==> src/aes_cbc_block_cipher_unit_defines.svh <==
// Assertion macros for the AES-CBC cipher unit.
// Included by the modules that carry concurrent checks; no other dependencies.
`ifndef AES_CBC_BLOCK_CIPHER_UNIT_DEFINES_SVH
`define AES_CBC_BLOCK_CIPHER_UNIT_DEFINES_SVH
`ifndef NO_ASSERTIONS
`define CBC_ASSERT(label, clk, rst_n, prop) \
    label: assert property (@(posedge clk) disable iff (!rst_n) prop) \
        else $error("cbc: check failed");
`define CBC_ASSERT_NEXT(label, clk, rst_n, pre, post) \
    label: assert property (@(posedge clk) disable iff (!rst_n) (pre) |=> (post)) \
        else $error("cbc: check failed");
`else
`define CBC_ASSERT(label, clk, rst_n, prop)
`define CBC_ASSERT_NEXT(label, clk, rst_n, pre, post)
`endif
`endif

==> src/cbc_pkg.sv <==
// Shared types, register indexes and AES byte functions for the CBC cipher unit.
// No dependencies.
package cbc_pkg;

    localparam logic [2:0] CFG_KEY_SIZE   = 3'd0;
    localparam logic [2:0] CFG_KEY_WORD_0 = 3'd1;
    localparam logic [2:0] CFG_KEY_WORD_1 = 3'd2;
    localparam logic [2:0] CFG_KEY_WORD_2 = 3'd3;
    localparam logic [2:0] CFG_KEY_WORD_3 = 3'd4;
    localparam logic [2:0] CFG_IV_UPPER   = 3'd5;
    localparam logic [2:0] CFG_IV_LOWER   = 3'd6;

    localparam logic [1:0] KEY_128 = 2'd0;
    localparam logic [1:0] KEY_192 = 2'd1;

    localparam int RK_ROWS = 15;

    typedef struct packed {
        logic       accept;
        logic       kexp_init;
        logic       kexp_step;
        logic [5:0] kidx;
        logic       load;
        logic       ark0;
        logic       round;
        logic       last;
        logic [3:0] rk_addr;
        logic       out_load;
    } t_cmd;

    typedef struct packed {
        logic       func;
        logic [3:0] nr;
    } t_sts;

    localparam logic [2047:0] SBOX_FWD = {
        256'h637c777bf26b6fc53001672bfed7ab76ca82c97dfa5947f0add4a2af9ca472c0,
        256'hb7fd9326363ff7cc34a5e5f171d8311504c723c31896059a071280e2eb27b275,
        256'h09832c1a1b6e5aa0523bd6b329e32f8453d100ed20fcb15b6acbbe394a4c58cf,
        256'hd0efaafb434d338545f9027f503c9fa851a3408f929d38f5bcb6da2110fff3d2,
        256'hcd0c13ec5f974417c4a77e3d645d197360814fdc222a908846eeb814de5e0bdb,
        256'he0323a0a4906245cc2d3ac629195e479e7c8376d8dd54ea96c56f4ea657aae08,
        256'hba78252e1ca6b4c6e8dd741f4bbd8b8a703eb5664803f60e613557b986c11d9e,
        256'he1f8981169d98e949b1e87e9ce5528df8ca1890dbfe6426841992d0fb054bb16
    };

    localparam logic [2047:0] SBOX_INV = {
        256'h52096ad53036a538bf40a39e81f3d7fb7ce339829b2fff87348e4344c4dee9cb,
        256'h547b9432a6c2233dee4c950b42fac34e082ea16628d924b2765ba2496d8bd125,
        256'h72f8f66486689816d4a45ccc5d65b6926c704850fdedb9da5e154657a78d9d84,
        256'h90d8ab008cbcd30af7e45805b8b34506d02c1e8fca3f0f02c1afbd0301138a6b,
        256'h3a9111414f67dcea97f2cfcef0b4e67396ac7422e7ad3585e2f937e81c75df6e,
        256'h47f11a711d29c5896fb7620eaa18be1bfc563e4bc6d279209adbc0fe78cd5af4,
        256'h1fdda8338807c731b11210592780ec5f60517fa919b54a0d2de57a9f93c99cef,
        256'ha0e03b4dae2af5b0c8ebbb3c83539961172b047eba77d626e169146355210c7d
    };

    function automatic logic [7:0] sbox(input logic [7:0] x);
        return SBOX_FWD[{~x, 3'b000} +: 8];
    endfunction

    function automatic logic [7:0] inv_sbox(input logic [7:0] x);
        return SBOX_INV[{~x, 3'b000} +: 8];
    endfunction

    function automatic logic [7:0] xt(input logic [7:0] a);
        return {a[6:0], 1'b0} ^ (a[7] ? 8'h1b : 8'h00);
    endfunction

    function automatic logic [31:0] sub_word(input logic [31:0] w);
        return {sbox(w[31:24]), sbox(w[23:16]), sbox(w[15:8]), sbox(w[7:0])};
    endfunction

    // state byte n sits at bits [127-8n -: 8]
    function automatic logic [127:0] sub_bytes(input logic [127:0] s);
        logic [127:0] r;
        for (int i = 0; i < 16; i++) begin
            r[8*i +: 8] = sbox(s[8*i +: 8]);
        end
        return r;
    endfunction

    function automatic logic [127:0] inv_sub_bytes(input logic [127:0] s);
        logic [127:0] r;
        for (int i = 0; i < 16; i++) begin
            r[8*i +: 8] = inv_sbox(s[8*i +: 8]);
        end
        return r;
    endfunction

    function automatic logic [127:0] shift_rows(input logic [127:0] s);
        logic [127:0] r;
        for (int rr = 0; rr < 4; rr++) begin
            for (int c = 0; c < 4; c++) begin
                r[127 - 8*(rr + 4*c) -: 8] = s[127 - 8*(rr + 4*((c + rr) % 4)) -: 8];
            end
        end
        return r;
    endfunction

    function automatic logic [127:0] inv_shift_rows(input logic [127:0] s);
        logic [127:0] r;
        for (int rr = 0; rr < 4; rr++) begin
            for (int c = 0; c < 4; c++) begin
                r[127 - 8*(rr + 4*((c + rr) % 4)) -: 8] = s[127 - 8*(rr + 4*c) -: 8];
            end
        end
        return r;
    endfunction

    function automatic logic [31:0] mix_col(input logic [31:0] a);
        logic [7:0] a0, a1, a2, a3;
        a0 = a[31:24]; a1 = a[23:16]; a2 = a[15:8]; a3 = a[7:0];
        return {xt(a0) ^ xt(a1) ^ a1 ^ a2 ^ a3,
                a0 ^ xt(a1) ^ xt(a2) ^ a2 ^ a3,
                a0 ^ a1 ^ xt(a2) ^ xt(a3) ^ a3,
                xt(a0) ^ a0 ^ a1 ^ a2 ^ xt(a3)};
    endfunction

    function automatic logic [31:0] inv_mix_col(input logic [31:0] a);
        logic [7:0] x [4];
        logic [7:0] m9 [4];
        logic [7:0] mb [4];
        logic [7:0] md [4];
        logic [7:0] me [4];
        logic [7:0] x2, x4, x8;
        for (int i = 0; i < 4; i++) begin
            x[i]  = a[31 - 8*i -: 8];
            x2    = xt(x[i]);
            x4    = xt(x2);
            x8    = xt(x4);
            m9[i] = x8 ^ x[i];
            mb[i] = x8 ^ x2 ^ x[i];
            md[i] = x8 ^ x4 ^ x[i];
            me[i] = x8 ^ x4 ^ x2;
        end
        return {me[0] ^ mb[1] ^ md[2] ^ m9[3],
                m9[0] ^ me[1] ^ mb[2] ^ md[3],
                md[0] ^ m9[1] ^ me[2] ^ mb[3],
                mb[0] ^ md[1] ^ m9[2] ^ me[3]};
    endfunction

    function automatic logic [127:0] mix_columns(input logic [127:0] s);
        logic [127:0] r;
        for (int c = 0; c < 4; c++) begin
            r[127 - 32*c -: 32] = mix_col(s[127 - 32*c -: 32]);
        end
        return r;
    endfunction

    function automatic logic [127:0] inv_mix_columns(input logic [127:0] s);
        logic [127:0] r;
        for (int c = 0; c < 4; c++) begin
            r[127 - 32*c -: 32] = inv_mix_col(s[127 - 32*c -: 32]);
        end
        return r;
    endfunction

endpackage

==> src/cbc_ctrl.sv <==
// Controller: sequences key expansion, rounds and the output register.
// Depends on cbc_pkg and the assertion macro header.
`include "aes_cbc_block_cipher_unit_defines.svh"
module cbc_ctrl import cbc_pkg::*; (
    input  logic       i_clk,
    input  logic       i_rst_n,
    input  logic       i_cfg_we,
    input  logic [2:0] i_cfg_addr,
    input  logic       i_in_valid,
    output logic       o_in_ready,
    output logic       o_out_valid,
    input  logic       i_out_ready,
    input  t_sts       i_sts,
    output t_cmd       o_cmd
);
    typedef enum logic [2:0] {S_IDLE, S_KEXP, S_LOAD, S_ARK0, S_ROUND, S_DONE} t_state;

    t_state     r_state, n_state;
    logic       r_key_dirty;
    logic [5:0] r_kidx;
    logic [3:0] r_cnt, n_cnt;
    logic       r_out_valid;

    always_comb begin
        n_state = r_state;
        n_cnt   = r_cnt;
        o_cmd   = '0;
        o_cmd.kidx = r_kidx;
        case (r_state)
            S_IDLE: begin
                if (i_in_valid) begin
                    o_cmd.accept    = 1'b1;
                    o_cmd.kexp_init = r_key_dirty;
                    n_state = r_key_dirty ? S_KEXP : S_LOAD;
                end
            end
            S_KEXP: begin
                o_cmd.kexp_step = 1'b1;
                if (r_kidx == {i_sts.nr, 2'b11}) begin
                    n_state = S_LOAD;
                end
            end
            S_LOAD: begin
                o_cmd.load = 1'b1;
                n_cnt   = 4'd0;
                n_state = S_ARK0;
            end
            S_ARK0: begin
                o_cmd.ark0 = 1'b1;
                n_cnt   = 4'd1;
                n_state = S_ROUND;
            end
            S_ROUND: begin
                o_cmd.round = 1'b1;
                o_cmd.last  = (r_cnt == i_sts.nr);
                n_cnt = r_cnt + 4'd1;
                if (r_cnt == i_sts.nr) begin
                    n_state = S_DONE;
                end
            end
            S_DONE: begin
                if (!r_out_valid || i_out_ready) begin
                    o_cmd.out_load = 1'b1;
                    n_state = S_IDLE;
                end
            end
            default: n_state = S_IDLE;
        endcase
        // round key row for the round prepared next cycle
        o_cmd.rk_addr = i_sts.func ? i_sts.nr - n_cnt : n_cnt;
    end

    always_ff @(posedge i_clk) begin
        if (!i_rst_n) begin
            r_state     <= S_IDLE;
            r_key_dirty <= 1'b1;
            r_kidx      <= '0;
            r_cnt       <= '0;
            r_out_valid <= 1'b0;
        end else begin
            r_state <= n_state;
            r_cnt   <= n_cnt;
            if (o_cmd.accept) begin
                r_kidx <= '0;
            end else if (o_cmd.kexp_step) begin
                r_kidx <= r_kidx + 6'd1;
            end
            if (i_cfg_we && i_cfg_addr <= CFG_KEY_WORD_3) begin
                r_key_dirty <= 1'b1;
            end else if (o_cmd.kexp_step && n_state == S_LOAD) begin
                r_key_dirty <= 1'b0;
            end
            if (o_cmd.out_load) begin
                r_out_valid <= 1'b1;
            end else if (i_out_ready) begin
                r_out_valid <= 1'b0;
            end
        end
    end

    assign o_in_ready  = (r_state == S_IDLE);
    assign o_out_valid = r_out_valid;

    `CBC_ASSERT(a_key_ready_at_load, i_clk, i_rst_n, (r_state == S_LOAD) |-> !r_key_dirty)
    `CBC_ASSERT(a_round_in_range, i_clk, i_rst_n, (r_state == S_ROUND) |-> (r_cnt <= i_sts.nr))
    `CBC_ASSERT_NEXT(a_accept_starts, i_clk, i_rst_n, o_cmd.accept, (r_state == S_KEXP || r_state == S_LOAD))
    `CBC_ASSERT_NEXT(a_result_shown, i_clk, i_rst_n, o_cmd.out_load, r_out_valid)
endmodule

==> config.mk <==
export PLATFORM = sky130hd
export DESIGN_NAME = cbc_ctrl
export DESIGN_NICKNAME = d
export VERILOG_FILES = /design/src/cbc_pkg.sv /design/src/cbc_ctrl.sv
export VERILOG_INCLUDE_DIRS = /design/src /design/src/src
export SDC_FILE = /design/constraint.sdc
export NUM_CORES = 1
export LEC_CHECK = 0
export ABC_AREA = 1
export BUFFER_PORTS_ARGS = -buffer_cell sky130_fd_sc_hd__buf_4
export CORE_UTILIZATION = 50
export CTS_BUF_LIST = sky130_fd_sc_hd__clkbuf_8
export CTS_CLUSTER_SIZE = 25
export DETAILED_ROUTE_END_ITERATION = 10
export GPL_ROUTABILITY_DRIVEN = 0
export HOLD_SLACK_MARGIN = 0.03
export PLACE_DENSITY = 0.76
export SYNTH_ARGS = -nofsm -noshare
export SYNTH_HDL_FRONTEND = slang
export SYNTH_SLANG_ARGS = --single-unit
==> constraint.sdc <==
create_clock -name i_clk -period 2.8 [get_ports i_clk]
set_input_delay 0.28 -clock i_clk [delete_from_list [all_inputs] [get_ports i_clk]]
set_output_delay 0.28 -clock i_clk [all_outputs]
set_load 0.05 [all_outputs]
==> metrics.md, run 1 <==
| Metric | Value |
|---|---|
| Wirelength per Cell | `11.0 um` |
| WL final | `2480 um` |
| Hold Buf Count CTS | `0` |
| Worst-case clock buffer depth | `2` |
| Reg2Reg Setup Slack | `1.55 ns` |
| Hold WS | `0.251 ns` |
| Async set-reset flop share out of synthesis | `0%` |
| First-pass GRT wire length | `3710 um` |
| Req. time, crit path | `2.52 ns` |
| LEAKAGE | `0.675 nW` |
| Mapped Area | `1050 um^2` |
| Fmax | `378 MHz` |
| Routed Antenna Nets | `0` |
| CTS Sinks | `15` |
| FF+latch area | `302 um^2` |
| Gr busiest metal | `met2` |
| Congestion Overflow GR | `0` |
| Final net count | `219` |
| Fin crit share | `94.5%` |
| Clk root buf | `clkbuf_8` |
| Final setup violating endpoints | `0` |
| Port buffer count | `32` |
| Critical path peak fanout | `7` |
| Hold Crit Class | `in -> reg` |
| Sequential share of the synthesized area | `28.5%` |
| Seq cells post-synth | `15` |
| Crit path capture | `o_cmd[4]` |
| Most frequent cells in the layout | `nand2_1 (41), buf_4 (31), inv_1 (21)` |
| Pin count of the biggest net entering global routing | `10` |
| Clock power frac | `34.4%` |
| Max VDD drop | `0.000304 V` |
| Switch share | `30.6%` |
| Post-detail-place hpwl | `2030 um` |
| Num CTS Buffers | `3` |
| TNS Setup | `0 ns` |
| Non-filler cells, final | `226` |
| P_int | `0.354 mW` |
| Commonest non-fill, non-tap cell in the layout | `nand2_1` |
| Avg Inst Size Synth | `6.47 um^2` |
| Diode count | `0` |
| DRC | `0` |
| CP startpoint | `r_cnt[0]$_SDFF_PN0_` |
| Cells after Synth | `163` |
| Layout fillers | `175` |
| EDFF count, synth | `0` |
| Grt met1 use | `28.9%` |
| Combinational share of power | `22.5%` |
| CP arrival | `2.37 ns` |
| TritonCTS clock tree | `built` |
| Rows | `16` |
| CP Capture Type | `primary output` |
| Die width | `47.9 um` |
| Max Slew Vio Count | `0` |
| Die area | `2300 um^2` |
| Syn nets | `182` |
| Starting DRC count in detailed routing | `25` |
| GR Util All Layers | `22.9%` |
| Power per cell area | `365 nW/um^2` |
| Multi-input logic area | `669 um^2` |
| Synth top area share | `28.5%` |
| Setup bufs post-CTS | `0` |
| Die height | `47.9 um` |
| Endpoints failing hold | `0` |
| R2r worst-path depth | `6` |
| Worst-Margin Slew | `0.290 ns` |
| RSZ-0062 raised after global routing | `false` |
| Max-Cap Viols | `0` |
| R2r startpoint | `r_cnt[0]$_SDFF_PN0_` |
| H-tree Lvls | `1` |
| Initial core utilization | `53.2%` |
| Later-pin clock latency in the skew report | `0.24 ns` |
| Placed cell count | `222` |
| Ys flop type | `dfxtp_1` |
| Crit Path Category | `reg -> out` |
| Top cells by area, synth | `dfxtp_1 (28%), nand2_1 (15%), inv_1 (7.1%)` |
| Total power | `0.510 mW` |
| Clock-pin transition on the worst setup and hold timing paths | `0.06 ns` |
| Status | `completed` |
| Via-to-Cell Ratio | `4.93` |
| Core region area | `1980 um^2` |
| Synth area leader | `dfxtp_1` |
| Worst rel slew slack | `80.5%` |
| Via Count | `1,114` |
| Layout Skew | `0.000934 ns` |
| R2R Path End | `r_cnt[2]$_SDFF_PN0_` |
| Power share of the sequential group | `43.2%` |
| Switching power | `0.156 mW` |
| GR Util met2 | `40.5%` |
| Syn-to-layout area delta | `32.3%` |
| I/O pins | `33` |
| Post-CTS sizing | `0` |
| Hold path depth | `3` |
| GRT met3 Usage | `4.53%` |
| CP startpoint kind | `flip-flop` |
| Warnings from Yosys | `0` |
| Antenna violations before repair | `0` |
| Vias in the first global route | `899` |
| Fin crit period | `2.65 ns` |
| Layout cells sized above 1 | `30.7%` |
| Distinct cells, synth | `25` |
| TritonRoute pass-1 iters | `4` |
## worst max-delay path, stage by stage, from the launching register on
cell	delay, ns
dfxtp_1	0.38
ha_1	0.23
or2_2	0.27
nand3_1	0.10
nand2_2	0.07
inv_2	0.06
ha_1	0.26
a21oi_2	0.17
nand2_1	0.06
nand2_1	0.05
nand3_1	0.11
xnor2_2	0.18
buf_6	0.17
## cell families after synthesis
kind of cell | Yosys count | share of synthesized area (%)
AOI/OAI and AO/OA | 19 | 10.1
xor gates and xnor gates | 6 | 4.98
adders and majority gates | 6 | 7.83
buffers and inverters | 27 | 9.61
DFF | 15 | 28.5
and+or+nand+nor | 90 | 39.0
## synth_stat cells (all sizes together) (2+ instances only)
master	count
o21ai	7
inv	26
nand2	46
or2	2
xnor2	5
nand3	14
nand4	3
dfxtp	15
ha	5
a21oi	10
nor2	24
## flip-flops by register name, indices dropped and copies added, names as in the netlist
signal and flops:
o_out_valid 1, r_cnt 4, r_key_dirty 1, r_kidx 6, r_state 3
## routing by layer
metal  vias to the layer above  wire length [um]  share of wire, %
li1                        584                 -                 -
met1                       492              1000                41
met2                        38              1330                54
met3                         0               139               5.6
met4                         0                 0                 0
met5                         -                 0                 0
## through the flow
| stage | worst slack [ns] | instance area [um^2] | utilization [%] |
|---|---|---|---|
| finish | 0.154 | 1400 | 70.4 |
| detailed placement | 0.372 | 1340 | 67.4 |
| CTS | 0.100 | 1380 | 69.7 |
| floorplan | 0.0216 | 1060 | - |
| global route | 0.0113 | 1400 | 70.4 |
| global placement | 0.443 | 1340 | 67.4 |
## power groups by stage
stage	clock network [mW]	registers, mW	logic [mW]
2_1_floorplan	0	0.228	0.0688
3_3_place_gp	0	0.224	0.111
3_5_place_dp	0	0.224	0.113
4_1_cts	0.176	0.219	0.113
5_1_grt	0.185	0.220	0.124
6_report	0.175	0.220	0.114
## area by class of cell
class / instances / share of cell area, %
Clock buffer: 3 / 2.96
Clock inverter: 1 / 0.269
Inverter: 27 / 7.26
Multi-Input combinational cell: 121 / 48.0
Sequential cell: 15 / 21.6
Tap cell: 27 / 2.42
Timing Repair Buffer: 32 / 17.5
## worst min-delay path by stage
stage                             start                  endpoint
5_1_grt                        i_cfg_we  r_key_dirty$_SDFFE_PP1P_
3_5_place_dp   r_key_dirty$_SDFFE_PP1P_  r_key_dirty$_SDFFE_PP1P_
6_report                       i_cfg_we  r_key_dirty$_SDFFE_PP1P_
3_3_place_gp   r_key_dirty$_SDFFE_PP1P_  r_key_dirty$_SDFFE_PP1P_
4_1_cts                        i_cfg_we  r_key_dirty$_SDFFE_PP1P_
2_1_floorplan                  i_cfg_we  r_key_dirty$_SDFFE_PP1P_
No activity file was read; power rests on OpenSTA's default activity.
==> inputs of run 2 (changes only) <==
--- a/config.mk
+++ b/config.mk
@@ -7,14 +7,15 @@
 export NUM_CORES = 1
 export LEC_CHECK = 0
 export ABC_AREA = 1
-export BUFFER_PORTS_ARGS = -buffer_cell sky130_fd_sc_hd__buf_4
+export CORE_MARGIN = 2
 export CORE_UTILIZATION = 50
 export CTS_BUF_LIST = sky130_fd_sc_hd__clkbuf_8
 export CTS_CLUSTER_SIZE = 25
 export DETAILED_ROUTE_END_ITERATION = 10
+export DONT_BUFFER_PORTS = 1
 export GPL_ROUTABILITY_DRIVEN = 0
 export HOLD_SLACK_MARGIN = 0.03
-export PLACE_DENSITY = 0.76
+export PLACE_DENSITY = 0.63
 export SYNTH_ARGS = -nofsm -noshare
 export SYNTH_HDL_FRONTEND = slang
 export SYNTH_SLANG_ARGS = --single-unit
==> metrics.md, run 2 (same netlist as run 1, synthesis figures left out) <==
| Metric | Value |
|---|---|
| Num CTS Buffers | `3 (unchanged)` |
| Final net count | `193 (was 219)` |
| DRC | `0 (unchanged)` |
| Rows | `16 (unchanged)` |
| Layout cells sized above 1 | `23.7% (was 30.7%)` |
| First-pass GRT wire length | `3970 um (was 3710 um)` |
| Via-to-Cell Ratio | `5.02 (was 4.93)` |
| Max VDD drop | `0.000371 V (was 0.000304 V)` |
| Total power | `0.489 mW (was 0.510 mW)` |
| Antenna violations before repair | `0 (unchanged)` |
| Endpoints failing hold | `0 (unchanged)` |
| Largest regs | `r_kidx (6), r_cnt (4), r_state (3) (unchanged)` |
| Place WS | `0.276 ns (was 0.372 ns)` |
| Fmax | `380 MHz (was 378 MHz)` |
| Status | `completed (unchanged)` |
| CP Capture Type | `primary output (unchanged)` |
| Syn-to-layout area delta | `17.1% (was 32.3%)` |
| Placed cell count | `196 (was 222)` |
| Clock-pin transition on the worst setup and hold timing paths | `0.07 ns (was 0.06 ns)` |
| Max-Cap Viols | `0 (unchanged)` |
| Max FFs per register | `6 (unchanged)` |
| Most frequent cells in the layout | `nand2_1 (40), inv_1 (20), nor2_1 (18) (was nand2_1 (41), buf_4 (31), inv_1 (21))` |
| Worst-case clock buffer depth | `2 (unchanged)` |
| Max Slew Vio Count | `0 (unchanged)` |
| I/O pins | `33 (unchanged)` |
| Commonest non-fill, non-tap cell in the layout | `nand2_1 (unchanged)` |
| Crit Path Category | `reg -> out (unchanged)` |
| Worst Min Path Start | `i_cfg_we (unchanged)` |
| R2r startpoint | `r_state[1]$_SDFF_PN0_ (was r_cnt[0]$_SDFF_PN0_)` |
| Core region area | `1980 um^2 (unchanged)` |
| Later-pin clock latency in the skew report | `0.25 ns (was 0.24 ns)` |
| Worst rel slew slack | `41.2% (was 80.5%)` |
| Vias in the first global route | `985 (was 899)` |
| Largest Register | `r_kidx (unchanged)` |
| Critical path peak fanout | `7 (unchanged)` |
| Wirelength per Cell | `11.8 um (was 11.0 um)` |
| CP startpoint | `r_cnt[0]$_SDFF_PN0_ (unchanged)` |
| Diode count | `0 (unchanged)` |
| WL final | `2360 um (was 2480 um)` |
| Final instance area | `1230 um^2 (was 1400 um^2)` |
| Port buffer count | `0 (was 32)` |
| Non-filler cells, final | `200 (was 226)` |
| CP startpoint kind | `flip-flop (unchanged)` |
| Via Count | `1,004 (was 1,114)` |
| LEAKAGE | `0.561 nW (was 0.675 nW)` |
| Congestion Overflow GR | `0 (unchanged)` |
| Die height | `49.9 um (was 47.9 um)` |
| TritonCTS clock tree | `built (unchanged)` |
| Power per cell area | `396 nW/um^2 (was 365 nW/um^2)` |
| Post-detail-place hpwl | `1820 um (was 2030 um)` |
| Req. time, crit path | `2.52 ns (about the same)` |
| H-tree Lvls | `1 (unchanged)` |
| Routed Antenna Nets | `0 (unchanged)` |
| Die area | `2490 um^2 (was 2300 um^2)` |
| Clk root buf | `clkbuf_8 (unchanged)` |
| Die width | `49.9 um (was 47.9 um)` |
| Final WS setup | `0.170 ns (was 0.154 ns)` |
| CP arrival | `2.35 ns (was 2.37 ns)` |
| Placement Cell Area | `1150 um^2 (was 1340 um^2)` |
| Hold Buf Count CTS | `0 (unchanged)` |
| Fin crit period | `2.63 ns (was 2.65 ns)` |
| GR Util All Layers | `20.9% (was 22.9%)` |
| CTS Sinks | `15 (unchanged)` |
| Initial core utilization | `53.2% (unchanged)` |
| Worst-Margin Slew | `0.879 ns (was 0.290 ns)` |
| Hold Crit Class | `in -> reg (unchanged)` |
| Starting DRC count in detailed routing | `22 (was 25)` |
| Final setup violating endpoints | `0 (unchanged)` |
| Pin count of the biggest net entering global routing | `10 (unchanged)` |
| Post-layout util | `62.3% (was 70.4%)` |
| Layout Skew | `0.00792 ns (was 0.000934 ns)` |
| TNS Setup | `0 ns (unchanged)` |
| Hold WS | `0.151 ns (was 0.251 ns)` |
| TritonRoute pass-1 iters | `4 (unchanged)` |
| RSZ-0062 raised after global routing | `false (unchanged)` |
| Fin crit share | `93.9% (was 94.5%)` |
## run 2: per-layer routing
metal	track usage (%)	up-vias	routed length (um)
li1	-	530	-
met1	23.6	445	1070
met2	37.1	25	1160
met3	5.15	4	106
met4	8.33	0	25
met5	0	-	0
## run 2: final timing paths
check	to	slack (ns)	depth (start not counted)
setup / recovery	o_cmd[4]	0.17	12
hold / removal	r_key_dirty$_SDFFE_PP1P_	0.15	2
setup reg to reg	r_state[0]$_SDFF_PN0_	1.00	8
hold reg to reg	r_key_dirty$_SDFFE_PP1P_	0.49	2
## run 2: worst max-delay path, stage by stage, from the launching register on
cell and delay (ns):
dfxtp_2 0.36, ha_1 0.21, or2_2 0.28, nand3_1 0.11, nand2_2 0.08, inv_2 0.07, ha_1 0.27, a21oi_2 0.17
nand2_1 0.06, nand2_1 0.05, nand3_1 0.10, xnor2_2 0.19, buf_12 0.16
## run 2: final cells by class
class	count	area, um^2
clock buffers	3	41.3
clock inverters	1	5.00
multi-input cells	121	684
repair buffers	6	57.6
fillers	179	747
flip-flops and latches	15	309
inverters	27	104
well taps	27	33.8
## run 2: timing repair
| action | 4_1_cts | 5_1_grt |
|---|---|---|
| pin swaps | 0 | 1 |
| setup endpoints to repair | 1 | 1 |
| gates resized for setup | 1 | 11 |
| buffers inserted | 0 | 0 |
## run 2: report_power, final
part	total, mW	switching [mW]	leakage [nW]	internal [mW]
clock network	0.180	0.0815	0.0255	0.0987
logic	0.0854	0.0603	0.411	0.0251
registers	0.224	0.00813	0.124	0.216
total	0.489	0.150	0.561	0.340
==> inputs of run 3 (changes only) <==
--- a/config.mk
+++ b/config.mk
@@ -8,14 +8,14 @@
 export LEC_CHECK = 0
 export ABC_AREA = 1
 export CORE_MARGIN = 2
-export CORE_UTILIZATION = 50
+export CORE_UTILIZATION = 55
 export CTS_BUF_LIST = sky130_fd_sc_hd__clkbuf_8
 export CTS_CLUSTER_SIZE = 25
 export DETAILED_ROUTE_END_ITERATION = 10
 export DONT_BUFFER_PORTS = 1
 export GPL_ROUTABILITY_DRIVEN = 0
 export HOLD_SLACK_MARGIN = 0.03
-export PLACE_DENSITY = 0.63
+export PLACE_DENSITY = 0.68
 export SYNTH_ARGS = -nofsm -noshare
 export SYNTH_HDL_FRONTEND = slang
 export SYNTH_SLANG_ARGS = --single-unit
==> metrics.md, run 3 (same netlist as run 1, synthesis figures left out) <==
| Metric | Value |
|---|---|
| Status | `completed (unchanged)` |
| Largest regs | `r_kidx (6), r_cnt (4), r_state (3) (unchanged)` |
| TritonRoute pass-1 iters | `4 (unchanged)` |
| Fin crit share | `95.7% (was 93.9%)` |
| Final WS setup | `0.121 ns (was 0.170 ns)` |
| Layout Skew | `0.00553 ns (was 0.00792 ns)` |
| Worst stage delay on the critical path | `0.39 ns (was 0.36 ns)` |
| Worst rel slew slack | `40.7% (was 41.2%)` |
| Wirelength per Cell | `11.2 um (was 11.8 um)` |
| Commonest non-fill, non-tap cell in the layout | `nand2_1 (unchanged)` |
| CP Capture Type | `primary output (unchanged)` |
| Crit-path cells | `ha_1 > or2_2 > nand3_1 > nand2_2 > inv_2 > ha_1 > a21oi_1 > nand2_1 > nand2_1 > nand3_1 > xnor2_2 > buf_12 (was ha_1 > or2_2 > nand3_1 > nand2_2 > inv_2 > ha_1 > a21oi_2 > nand2_1 > nand2_1 > nand3_1 > xnor2_2 > buf_12)` |
| Req. time, crit path | `2.52 ns (about the same)` |
| Worst path slowest cell | `dfxtp_1 (was dfxtp_2)` |
| Max VDD drop | `0.000415 V (was 0.000371 V)` |
| CP arrival | `2.40 ns (was 2.35 ns)` |
| Final setup violating endpoints | `0 (unchanged)` |
| Max-Cap Viols | `0 (unchanged)` |
| H-tree Lvls | `1 (unchanged)` |
| Top Family by Delay on Critical Path | `simple AND/OR/NAND/NOR gates (unchanged)` |
| Core region area | `1760 um^2 (was 1980 um^2)` |
| Worst Min Path Start | `i_cfg_we (unchanged)` |
| R2r worst-path depth | `8 (unchanged)` |
| Antenna violations before repair | `0 (unchanged)` |
| Layout fillers | `180 (was 179)` |
| DRC | `0 (unchanged)` |
| Post-layout util | `68.7% (was 62.3%)` |
| Place WS | `0.288 ns (was 0.276 ns)` |
| LEAKAGE | `0.551 nW (was 0.561 nW)` |
| Endpoints failing hold | `0 (unchanged)` |
| Critical path peak fanout | `5 (was 7)` |
| Reg2Reg Setup Slack | `1.01 ns (was 1.00 ns)` |
| Via Count | `986 (was 1,004)` |
| Syn-to-layout area delta | `14.8% (was 17.1%)` |
| Total power | `0.488 mW (was 0.489 mW)` |
| Initial core utilization | `59.8% (was 53.2%)` |
| Max Slew Vio Count | `0 (unchanged)` |
| Largest Register | `r_kidx (unchanged)` |
| GR Util All Layers | `21.0% (was 20.9%)` |
| Vias in the first global route | `852 (was 985)` |
| Fin crit period | `2.68 ns (was 2.63 ns)` |
| I/O pins | `33 (unchanged)` |
| Starting DRC count in detailed routing | `30 (was 22)` |
| Port buffer count | `0 (unchanged)` |
| Congestion Overflow GR | `0 (unchanged)` |
| Diode count | `0 (unchanged)` |
| Final net count | `192 (was 193)` |
| Max Used Layer | `met4 (unchanged)` |
| Via-to-Cell Ratio | `5.01 (was 5.02)` |
| Num CTS Buffers | `3 (unchanged)` |
| Worst-case clock buffer depth | `2 (unchanged)` |
| Later-pin clock latency in the skew report | `0.25 ns (about the same)` |
| Setup bufs post-CTS | `0 (unchanged)` |
| Hold path depth | `2 (unchanged)` |
| Power per cell area | `403 nW/um^2 (was 396 nW/um^2)` |
| Met3 Wirelength | `118 um (was 106 um)` |
| WL final | `2210 um (was 2360 um)` |
| Layout cells sized above 1 | `21.5% (was 23.7%)` |
| Die height | `47.8 um (was 49.9 um)` |
| CTS Sinks | `15 (unchanged)` |
| Hold Crit Class | `in -> reg (unchanged)` |
| Rows | `15 (was 16)` |
| Die width | `47.8 um (was 49.9 um)` |
| TritonCTS clock tree | `built (unchanged)` |
| Routed Antenna Nets | `0 (unchanged)` |
| Most frequent cells in the layout | `nand2_1 (40), inv_1 (20), nor2_1 (18) (unchanged)` |
| Clock-pin transition on the worst setup and hold timing paths | `0.07 ns (about the same)` |
| Post-detail-place hpwl | `1730 um (was 1820 um)` |
| Met1 wire length | `1020 um (was 1070 um)` |
| Crit path buffers/inverters | `2 (unchanged)` |
| Die area | `2280 um^2 (was 2490 um^2)` |
| First-pass GRT wire length | `3370 um (was 3970 um)` |
| Hold WS | `0.153 ns (was 0.151 ns)` |
| Pin count of the biggest net entering global routing | `10 (unchanged)` |
| CP startpoint kind | `flip-flop (unchanged)` |
| Fmax | `373 MHz (was 380 MHz)` |
| R2R Path End | `r_state[0]$_SDFF_PN0_ (unchanged)` |
| Crit Path Category | `reg -> out (unchanged)` |
| Hold worst-path end | `r_key_dirty$_SDFFE_PP1P_ (unchanged)` |
| Worst-Margin Slew | `0.887 ns (was 0.879 ns)` |
| Max FFs per register | `6 (unchanged)` |
| R2r startpoint | `r_state[1]$_SDFF_PN0_ (unchanged)` |
| Met2 routed WL | `1050 um (was 1160 um)` |
| Clk root buf | `clkbuf_8 (unchanged)` |
## run 3: cell types whose count changed in the layout (fill, tap and decap cells not counted), sizes merged
cell,before,now
buf,6,5
## run 3: report_power, final
group	internal [mW]	switching (mW)
Combinational	0.0247	0.0603
Clock	0.0985	0.0808
Sequential	0.216	0.00789
Total	0.339	0.149
## run 3: how the worst max path moves through the flow
stage | startpoint | to | slack (ns) | depth (start not counted)
after global routing | r_state[0]$_SDFF_PN0_ | o_cmd[4] | -0.02 | 14
final | r_cnt[1]$_SDFF_PN0_ | o_cmd[4] | 0.12 | 12
after global placement | r_state[0]$_SDFF_PN0_ | o_cmd[4] | 0.35 | 14
after floorplan | r_state[1]$_SDFF_PN0_ | o_cmd[4] | 0.02 | 12
after CTS | r_state[0]$_SDFF_PN0_ | o_cmd[4] | 0.01 | 14
after detailed placement | r_state[0]$_SDFF_PN0_ | o_cmd[4] | 0.29 | 14
## run 3: layer usage
metal / track usage (%) / vias up
met5: 0 / -
met4: 4.86 / 0
met3: 5.28 / 2
met2: 36.5 / 28
met1: 25.9 / 427
li1: - / 529
## run 3: layout make-up
cell class	instances	area, um^2	share of cell area, %
clock buffer	3	41.3	3.41
inverter	27	104	8.57
tap	25	31.3	2.58
sequential	15	304	25.1
multi-input combinational	121	676	55.8
clock inverter	1	5.00	0.413
timing repair buffer	5	50.0	4.13
## run 3: timing repair
item / in CTS / in global routing
hold buffers: 0 / 0
resized for setup: 0 / 7
endpoints found under the setup margin: 0 / 1
## run 3: metrics by stage
stage | cells | setup TNS, ns | area [um^2]
after floorplan | 163 | 0 | 1060
after global placement | 193 | 0 | 1140
after detailed placement | 193 | 0 | 1140
after CTS | 197 | 0 | 1190
after global routing | 197 | -0.0242 | 1210
final | 197 | 0 | 1210
